==> src/design/baro_mul.sv <==
// Shared 64x64 wrapping multiplier built from 32x32 partial products over cycles.
`timescale 1ns / 1ps
module baro_mul (
    input  logic        aclk,
    input  logic        aresetn,
    input  logic        start,
    input  logic [63:0] op_a,
    input  logic [63:0] op_b,
    output logic        done,
    output logic [63:0] prod
);
    logic [1:0]  step_reg, step_next;
    logic        busy_reg, busy_next;
    logic [63:0] a_reg, b_reg, acc_reg, acc_next;
    logic [31:0] mx, my;
    logic [63:0] pp;
    logic        done_reg, done_next;

    // pick partial product: lo*lo, lo*hi, hi*lo
    always_comb begin
        case (step_reg)
            2'd0:    begin mx = a_reg[31:0];  my = b_reg[31:0];  end
            2'd1:    begin mx = a_reg[31:0];  my = b_reg[63:32]; end
            default: begin mx = a_reg[63:32]; my = b_reg[31:0];  end
        endcase
    end
    assign pp = {32'd0, mx} * {32'd0, my};

    always_comb begin
        busy_next = busy_reg;
        step_next = step_reg;
        acc_next  = acc_reg;
        done_next = 1'b0;
        if (start) begin
            busy_next = 1'b1;
            step_next = 2'd0;
            acc_next  = 64'd0;
        end else if (busy_reg) begin
            if (step_reg == 2'd0) begin
                acc_next = pp;
            end else begin
                acc_next = acc_reg + {pp[31:0], 32'd0};
            end
            step_next = step_reg + 2'd1;
            if (step_reg == 2'd2) begin
                busy_next = 1'b0;
                done_next = 1'b1;
            end
        end
    end

    always_ff @(posedge aclk) begin
        if (!aresetn) begin
            busy_reg <= 1'b0;
            step_reg <= 2'd0;
            done_reg <= 1'b0;
        end else begin
            busy_reg <= busy_next;
            step_reg <= step_next;
            done_reg <= done_next;
        end
        acc_reg <= acc_next;
        if (start) begin
            a_reg <= op_a;
            b_reg <= op_b;
        end
    end

    assign done = done_reg;
    assign prod = acc_reg;
endmodule

==> config.mk <==
export PLATFORM = sky130hd
export DESIGN_NAME = baro_mul
export DESIGN_NICKNAME = d
export VERILOG_FILES = /design/src/design/baro_mul.sv
export SDC_FILE = /design/constraint.sdc
export NUM_CORES = 2
export LEC_CHECK = 0
export BUFFER_PORTS_ARGS = -buffer_cell sky130_fd_sc_hd__buf_2
export CAP_MARGIN = 10
export CORE_MARGIN = 8
export CORE_UTILIZATION = 45
export CTS_CLUSTER_DIAMETER = 100
export DETAILED_ROUTE_END_ITERATION = 12
export GPL_TIMING_DRIVEN = 0
export PLACE_DENSITY = 0.62
export SLEW_MARGIN = 20
export SYNTH_ARGS = -nofsm -noshare
export SYNTH_HDL_FRONTEND = slang
export SYNTH_SLANG_ARGS = --single-unit
==> constraint.sdc <==
create_clock -name aclk -period 10.5 [get_ports aclk]
set_clock_uncertainty 0.15 [all_clocks]
set_input_delay 0.525 -clock aclk [delete_from_list [all_inputs] [get_ports aclk]]
set_output_delay 0.525 -clock aclk [all_outputs]
set_load 0.05 [all_outputs]
==> run_results.csv <==
group,metric,value,unit
finish,final_layout_size_suffix_gt1_share,12.5,%
worst_setup_path,cp_max_fo,8,
logic_synthesis,yosys_warnings,0,
min_path,hp-class,"in2reg",
timing,hold_violations,0,
routing,wl_per_cell,25.2,um
finish,fin_util,51.2,%
grt,grt_util_met2,44.0,%
timing,max-slew-margin-rel,26.5,%
worst_setup_path,r2r-end,"prod[63]",
flow_run,cap_violations,0,
routing,vias,33504,
outcome,outcome,"finished, final reports clean",
worst_setup_path,required,10740,ps
min_path,hold_depth,1,
timing,post-route-min-period,10320,ps
clocking,cts_htree_levels,4,
floorplan,die-width,318,um
logic_synthesis,synthCells,4447,
min_path,whs_endpoint,"b_reg[8]",
timing,setup_viol,0,
clocking,clockBufferDepth,2,
logic_synthesis,synthFlopType,"edfxtp_1",
worst_setup_path,worstReg2RegStart,"step_reg[1]",
routing,drc,0,
grt,grt_usage,29.9,%
worst_setup_path,start_kind,"flop",
grt,globalRouteMet1Util,40.6,%
worst_setup_path,cp.arrival,10550,ps
floorplan,row_count,111,
place,io_buffer_count,195,
routing,drt-total-wl,151000,um
worst_setup_path,reg2reg_depth,40,
grt,grt.busiest_layer,"met2",
place,dpl.hpwl,125000,um
routing,drt_pass1_iterations,6,
clocking,clock-root-buffer,"clkbuf_16",
worst_setup_path,cp-end-kind,"flop",
worst_setup_path,crit_top_cell,"fa_1",
finish,finalNetCount,6114,
worst_setup_path,critPathMaxStageDelay,660,ps
grt,grt_pass1_wl,224000,um
timing,fmax,96.9,MHz
clocking,insertion_delay,520,ps
floorplan,initial_core_util,45.1,%
logic_synthesis,ys_ff_latch,196,
grt,grt_pass1_vias,34328,
logic_synthesis,synth-edff-count,128,
floorplan,chipHeight,318,um
logic_synthesis,post_synth_instance_area,0.0411,mm^2
routing,ant_nets,0,
clocking,cts_buffers,17,
grt,grt.overflow.total,0,
place,place_congestion,1.04,
grt,antenna_found_initial,3,
timing,finalMaxSlewViolations,0,
timing,fin_crit_sh,98.3,%
grt,grt_max_degree,82,
logic_synthesis,avgSynthCellArea,9.24,um^2
routing,drt_iter0_markers,3274,
floorplan,fp.coreArea,0.0911,mm^2
logic_synthesis,ys_seq_area_share,12.7,%
routing,vias_per_cell,5.60,
worst_setup_path,ff2ff_setup_slack,180,ps
finish,areaGrowthSynthToFinish,13.7,%
clocking,cts_num_sinks,196,
clocking,clkSlewWorstSetupHoldPaths,100,ps
floorplan,die_area,0.101,mm^2
worst_setup_path,critPathKind,"reg2reg",
clocking,cts_tree,"yes",
grt,grt_use_met3,8.20,%
logic_synthesis,async_reset_ff_share,0,%
worst_setup_path,crit_slowest_cell,"fa_2",
floorplan,pin_count,196,
logic_synthesis,syn_nets,5774,
min_path,worstHoldStart,"op_b[8]",
logic_synthesis,synth_cell_type_count,78,
finish,fillers,8466,
timing,max_slew.worst_pin.slew,1100,ps
[cell usage after synthesis, drive strengths merged (6+ instances only)]
master     n  share of area, %
nor3      23              0.29
clkbuf   205               1.9
o21bai    24              0.44
xnor2     58               1.2
edfxtp   128               9.4
fa       897                44
mux2      61               1.7
and3      13              0.21
nand4     26              0.40
a21oi    137               1.7
o21a      13              0.24
a21o      47              0.86
nand3     23              0.28
a221oi     9              0.22
o211ai     6              0.11
inv      890               8.1
buf       14              0.22
o21ai     60              0.74
or2        6             0.091
a31oi     16              0.24
mux2i     57               1.4
a2111oi    9              0.21
xor2      27              0.58
ha       299               9.1
and2      22              0.34
nand2b    16              0.24
nor2b     11              0.17
dfxtp     68               3.3
nor2     435               4.0
nand2    771               7.0
a211oi    16              0.30
[repair_timing]
item | CTS | global route
gates resized for setup | 174 | 186
pin swaps | 5 | 8
hold buffers | 48 | 0
hold endpoints to repair | 48 | 0
endpoints found under the setup margin | 46 | 15
buffers inserted | 44 | 38
cloned | 1 | 1
[metrics by stage]
step                      TNS, ps  setup slack [ps]  hold slack [ps]  instance area (um^2)  std cells
after global routing        -69.4             -27.9             13.7                 46700       5986
after floorplan                 0               131              337                 41100       4447
after detailed placement   -60910             -3000              295                 43800       5836
after global placement    -155870             -4860              292                 43500       5828
final                           0               183             31.5                 46700       5987
after CTS                       0              7.08           0.0611                 45900       5952
[placed cells by master, fill, tap and decap left out, drive strengths merged, types with 9 or more instances in the layout]
cell and n:
nand2b 16, ha 299, a21oi 137, edfxtp 128
nand3 23, a2111oi 9, a211oi 16, mux2 61
xor2 27, a221oi 9, o21bai 24, dfxtp 68
a31oi 16, dlygate4sd3 49, fa 897, xnor2 58
nand2 771, clkbuf 188, nand4 26, mux2i 57
and2 22, inv 901, nor3 23, nor2 435
and3 13, a21o 47, nor2b 11, o21ai 60
o21a 13, buf 321
[worst max-delay path: cells and delay by family, from the launching register on]
kind / cells / cell delay [ps]
compound gates: 12 / 1990
xor+xnor: 2 / 310
fa+ha+maj: 11 / 5050
buf+inv: 10 / 1420
flops: 1 / 360
mux: 1 / 340
simple gates: 4 / 510
[kinds of logic (layout without fill, tap and decap cells)]
| kind of cell | Yosys count | in the layout | share of synthesized area, % |
|---|---|---|---|
| compound gates | 384 | 384 | 6.09 |
| xor+xnor | 85 | 85 | 1.81 |
| simple gates | 1357 | 1357 | 13.2 |
| flops | 196 | 196 | 12.7 |
| fa+ha+maj | 1196 | 1196 | 52.8 |
| other cells | 0 | 1 | 0 |
| buf+inv | 1111 | 1464 | 10.3 |
| mux | 118 | 118 | 3.06 |
[worst max-delay path by stage]
stage / cells after the start / from / slack, ps / endpoint
2_1_floorplan: 40 / step_reg[1] / 130 / prod[63]
5_1_grt: 41 / step_reg[1] / -30 / prod[60]
4_1_cts: 36 / step_reg[0] / 7 / prod[63]
3_5_place_dp: 40 / step_reg[1] / -3000 / prod[63]
6_report: 40 / step_reg[1] / 180 / prod[63]
3_3_place_gp: 40 / step_reg[1] / -4860 / prod[63]
[area by class of cell]
| class | count | area, um^2 | area share, % |
|---|---|---|---|
| repair buffers | 335 | 2340 | 5.01 |
| inverters | 891 | 3340 | 7.16 |
| clock buffers | 17 | 425 | 0.911 |
| diodes | 1 | 2.50 | 0.00536 |
| flip-flops and latches | 196 | 5210 | 11.2 |
| clock inverters | 15 | 213 | 0.456 |
| plain buffers | 206 | 1210 | 2.60 |
| multi-input cells | 3140 | 32500 | 69.5 |
| well taps | 1186 | 1480 | 3.18 |
[layer usage]
metal | share of wire [%] | vias to the layer above
met5 | 0.075 | -
met4 | 6.3 | 6
met3 | 12 | 390
met2 | 43 | 1902
met1 | 39 | 17026
li1 | - | 14180
Power is not shown: default switching activity piles up to over one toggle a cycle in this logic, so the estimate is an artifact.
