[config.mk]
export PLATFORM = sky130hd
export DESIGN_NAME = baro_div
export DESIGN_NICKNAME = d
export VERILOG_FILES = /design/src/design/baro_pkg.sv /design/src/design/baro_div.sv
export SDC_FILE = /design/constraint.sdc
export NUM_CORES = 1
export LEC_CHECK = 0
export BUFFER_PORTS_ARGS = -buffer_cell sky130_fd_sc_hd__buf_2
export CELL_PAD_IN_SITES_DETAIL_PLACEMENT = 1
export CELL_PAD_IN_SITES_GLOBAL_PLACEMENT = 1
export CORE_UTILIZATION = 48
export DETAILED_ROUTE_END_ITERATION = 6
export HOLD_SLACK_MARGIN = 0.03
export PLACE_DENSITY_LB_ADDON = 0.1
export SLEW_MARGIN = 20
export SYNTH_ARGS = -nofsm -noshare
export SYNTH_HDL_FRONTEND = slang
export SYNTH_SLANG_ARGS = --single-unit
[constraint.sdc]
create_clock -name aclk -period 9.4 [get_ports aclk]
set_input_delay 1.88 -clock aclk [delete_from_list [all_inputs] [get_ports aclk]]
set_output_delay 1.88 -clock aclk [all_outputs]
set_load 0.005 [all_outputs]
[src/design/baro_pkg.sv]
// Shared constants and types for the barometer compensation core.
`timescale 1ns / 1ps
package baro_pkg;
    localparam int CFG_IDX_W  = 3;
    localparam int CFG_DATA_W = 32;
    localparam int RAW_W      = 20;

    // register indexes
    localparam logic [CFG_IDX_W-1:0] REG_T1  = 3'd0;
    localparam logic [CFG_IDX_W-1:0] REG_T2  = 3'd1;
    localparam logic [CFG_IDX_W-1:0] REG_T3  = 3'd2;
    localparam logic [CFG_IDX_W-1:0] REG_P1  = 3'd3;
    localparam logic [CFG_IDX_W-1:0] REG_P23 = 3'd4;
    localparam logic [CFG_IDX_W-1:0] REG_P45 = 3'd5;
    localparam logic [CFG_IDX_W-1:0] REG_P67 = 3'd6;
    localparam logic [CFG_IDX_W-1:0] REG_P89 = 3'd7;

    localparam logic [63:0] FINE_OFFSET = 64'd128000;
    localparam logic [63:0] RAW_FULL    = 64'd1048576;
    localparam logic [63:0] PRESS_SCALE = 64'd3125;
    localparam logic [63:0] ROUND_HALF  = 64'd128;

    // divider control/status
    typedef struct packed {
        logic        start;
        logic [63:0] num;
        logic [63:0] den;
    } div_req_t;

    typedef struct packed {
        logic        done;
        logic [63:0] quo;
    } div_rsp_t;
endpackage

[src/design/baro_div.sv]
// Radix-2 restoring signed 64-bit divider, one quotient bit per cycle.
`timescale 1ns / 1ps
module baro_div (
    input  logic               aclk,
    input  logic               aresetn,
    input  baro_pkg::div_req_t req,
    output baro_pkg::div_rsp_t rsp
);
    logic        busy_reg;
    logic [6:0]  cnt_reg;
    logic [63:0] rem_reg, quo_reg, den_reg;
    logic        neg_reg, done_reg;
    logic [64:0] trial;
    logic [64:0] shifted;

    assign shifted = {rem_reg, quo_reg[63]};
    assign trial   = shifted - {1'b0, den_reg};

    always_ff @(posedge aclk) begin
        if (!aresetn) begin
            busy_reg <= 1'b0;
            done_reg <= 1'b0;
            cnt_reg  <= 7'd0;
        end else begin
            done_reg <= 1'b0;
            if (req.start) begin
                busy_reg <= 1'b1;
                cnt_reg  <= 7'd0;
            end else if (busy_reg) begin
                cnt_reg <= cnt_reg + 7'd1;
                if (cnt_reg == 7'd64) begin
                    busy_reg <= 1'b0;
                    done_reg <= 1'b1;
                end
            end
        end
        if (req.start) begin
            // magnitudes and result sign
            rem_reg <= 64'd0;
            quo_reg <= req.num[63] ? (64'd0 - req.num) : req.num;
            den_reg <= req.den[63] ? (64'd0 - req.den) : req.den;
            neg_reg <= req.num[63] ^ req.den[63];
        end else if (busy_reg) begin
            if (cnt_reg == 7'd64) begin
                if (neg_reg) quo_reg <= 64'd0 - quo_reg;
            end else if (!trial[64]) begin
                rem_reg <= trial[63:0];
                quo_reg <= {quo_reg[62:0], 1'b1};
            end else begin
                rem_reg <= shifted[63:0];
                quo_reg <= {quo_reg[62:0], 1'b0};
            end
        end
    end

    assign rsp.done = done_reg;
    assign rsp.quo  = quo_reg;
endmodule

==> flow_metrics.env <==
export IMPL_whs_ns=0.4897
export IMPL_p_leak_nw=6.658
export IMPL_synth_edf_count=129
export IMPL_die_area_um2=33450
export IMPL_grt_pass1_vias=15380
export IMPL_timing_rr_start="quo_reg[63]$_DFFE_PP_"
export IMPL_drv_cap=0
export IMPL_via_per_inst=6.063
export IMPL_drc=0
export IMPL_synth_top_area_frac=0.2466
export IMPL_yosysWarnings=0
export IMPL_crit_arrival_ns=5.70
export IMPL_tns_ns=0
export IMPL_holdCritPathClass="reg2reg"
export IMPL_worstSetupEndpointType="flip-flop"
export IMPL_path_clk_slew_ns=0.06
export IMPL_r2r_end="rem_reg[28]$_SDFFE_PP0P_"
export IMPL_postSynth_asyncResetShare=0
export IMPL_syn_inst=1927
export IMPL_cts_setup_buffers=0
export IMPL_htreeDepth=1
export IMPL_ys_ff_latch=202
export IMPL_slew_viol_final=0
export IMPL_hold_depth=2
export IMPL_layout_nets=2261
export IMPL_yosysMostFrequentCell="nand2_1"
export IMPL_clk_insertion_delay_late_ns=0.54
export IMPL_synth_area_um2=15710
export IMPL_synth_common_cells="nand2_1 (200), o21ai_0 (194), a21oi_1 (177), nor2_1 (158), edfxtp_1 (129)"
export IMPL_avgRoutedWirePerCell_um=19.98
export IMPL_chipWidth_um=182.9
export IMPL_cts_resized=0
export IMPL_cts_hold_buffers=0
export IMPL_avgSynthCellArea_um2=8.152
export IMPL_hold_violations=0
export IMPL_critPathRequiredTime_ns=9.76
export IMPL_worstHoldStart="rem_reg[13]$_SDFFE_PP0P_"
export IMPL_fmax_mhz=187.4
export IMPL_dp_hpwl_um=37080
export IMPL_yosysTopAreaCell="edfxtp_1"
export IMPL_tightest_slew_ns=1.111
export IMPL_cts_tree="yes"
export IMPL_grt_setup_unrepaired="no"
export IMPL_critPathKind="reg2reg"
export IMPL_synthTopCellsByArea="edfxtp_1 (25%), dfxtp_1 (9.3%), xnor2_1 (7.0%)"
export IMPL_dominantRegCellSynth="edfxtp_1"
export IMPL_hold_end="rem_reg[13]$_SDFFE_PP0P_"
export IMPL_period_share=0.5678
export IMPL_ant_nets=0
export IMPL_layout_drive_gt1_share=0.1333
export IMPL_antenna_found_initial=10
export IMPL_port_buffers=195
export IMPL_grtUsageTotal=0.2964
export IMPL_numCtsBuffers=25
export IMPL_area_growth_pct=13.09
export IMPL_grt_ovfl_total=0
export IMPL_ir_worst_vdd_v=0.0001364
export IMPL_grt_pass1_wl_um=80450
export IMPL_gp_congestion=0.8684
export IMPL_crit_fanout=101
export IMPL_ys_seq_area_frac=0.3396
export IMPL_cellPowerDensity_nw_per_um2=140.0
export IMPL_period_needed_ns=5.337
export IMPL_clock_sinks=202
export IMPL_drt_initial_drc_count=833
export IMPL_ff2ff_path_depth=15
export IMPL_fin_skew_ns=0.01662
export IMPL_cts_root_buf="clkbuf_16"
export IMPL_synthesis_nets=2128
export IMPL_ys_types=70
export IMPL_core_um2=31880
export IMPL_reg2reg_slack_ns=4.06
export IMPL_vias=15290
export IMPL_initial_core_util=0.4927
export IMPL_clock_path_buffers=3
export IMPL_cp_start_kind="flip-flop"
export IMPL_chipHeight_um=182.9
export IMPL_routed_wl_um=50380
export IMPL_ioPinCount=196
export IMPL_rows=65
export IMPL_first_pass_iters=5
export IMPL_grt_max_degree=121
export IMPL_setup_violations=0
export IMPL_status="complete, no violations"
export IMPL_slew_headroom=0.2591
-- per-layer routing --
metal  wire length [um]  GRT usage
met5                 22          0
met1              22380     0.3751
met4               1250    0.07933
met2              24380     0.5218
met3               2348    0.04786
-- worst max-delay path, cell delays in order, from the launching register on --
cell,delay [ns]
edfxtp_1,0.54
inv_1,0.11
ha_1,0.19
fa_1,0.20
nor2b_1,0.08
o31a_1,0.27
o21ai_0,0.51
a211oi_1,0.26
nor2_1,0.35
a21oi_1,0.20
a211oi_1,0.53
xor2_4,0.52
buf_4,0.81
nor2_1,0.13
a21oi_1,0.15
o21ai_0,0.13
-- layout by cell type, fill, tap and decap left out, drive strengths merged, types with 7 or more instances in the layout --
master and count:
ha 69, o22ai 14, xor2 72, o211ai 23, diode 8, nor4 19
edfxtp 129, buf 204, and2 7, nor2 158, nand3 40, o311ai 20
or3 37, o21bai 13, or4 28, mux2i 7, nor2b 9, or2 13
nand4 19, o41ai 19, inv 95, a32oi 7, nand2b 33, o21a 7
o31ai 47, a31oi 22, dfxtp 73, nor3 41, xnor2 125, clkbuf 37
a21oi 177, o21ai 194, a21o 22, nand2 200, a211oi 20
-- logic make-up after synthesis --
group	Yosys count	synth area share
and+or+nand+nor	630	0.1963
DFF	202	0.3396
muxes	8	0.005177
buffers and inverters	193	0.04636
adders and majority gates	70	0.05623
xor gates and xnor gates	197	0.1098
AOI/OAI and AO/OA	627	0.2465
-- report_power, final --
group          switching (mW)  total [mW]  internal, mW
clock network           0.391       0.938         0.547
registers              0.0644        1.09          1.03
logic                   0.279       0.458         0.179
total                   0.734        2.49          1.75
-- worst max path at each step --
stage / start / endpoint / slack, ns / depth (start not counted)
3_5_place_dp: req[7] / den_reg[62]$_DFFE_PP_ / 3.62 / 10
3_3_place_gp: req[9] / den_reg[62]$_DFFE_PP_ / 3.66 / 10
6_report: quo_reg[63]$_DFFE_PP_ / rem_reg[28]$_SDFFE_PP0P_ / 4.06 / 15
5_1_grt: quo_reg[63]$_DFFE_PP_ / rem_reg[28]$_SDFFE_PP0P_ / 3.62 / 15
2_1_floorplan: req[23] / den_reg[59]$_DFFE_PP_ / 4.14 / 10
4_1_cts: quo_reg[63]$_DFFE_PP_ / rem_reg[41]$_SDFFE_PP0P_ / 4.09 / 14
-- metrics by stage --
step	area, um2	setup WS, ns	total power [mW]	std cells	utilization
after CTS	17750	4.088	2.501	2513	0.5566
after global routing	17760	3.620	2.589	2517	0.5569
after detailed placement	16970	3.616	1.560	2468	0.5323
after floorplan	15710	4.145	1.370	1927	-
after global placement	16970	3.661	1.539	2468	0.5323
final	17770	4.063	2.487	2521	0.5573
-- cell type report --
type,count,area (um2)
Sequential cell,202,5335
Inverter,95,356.6
Tap cell,435,544.3
Clock inverter,8,65.06
Antenna cell,8,20.02
Timing Repair Buffer,204,1050
Multi-Input combinational cell,1532,9684
Fill cell,3955,14110
Clock buffer,37,710.7
(Power assumes the default switching activity.)
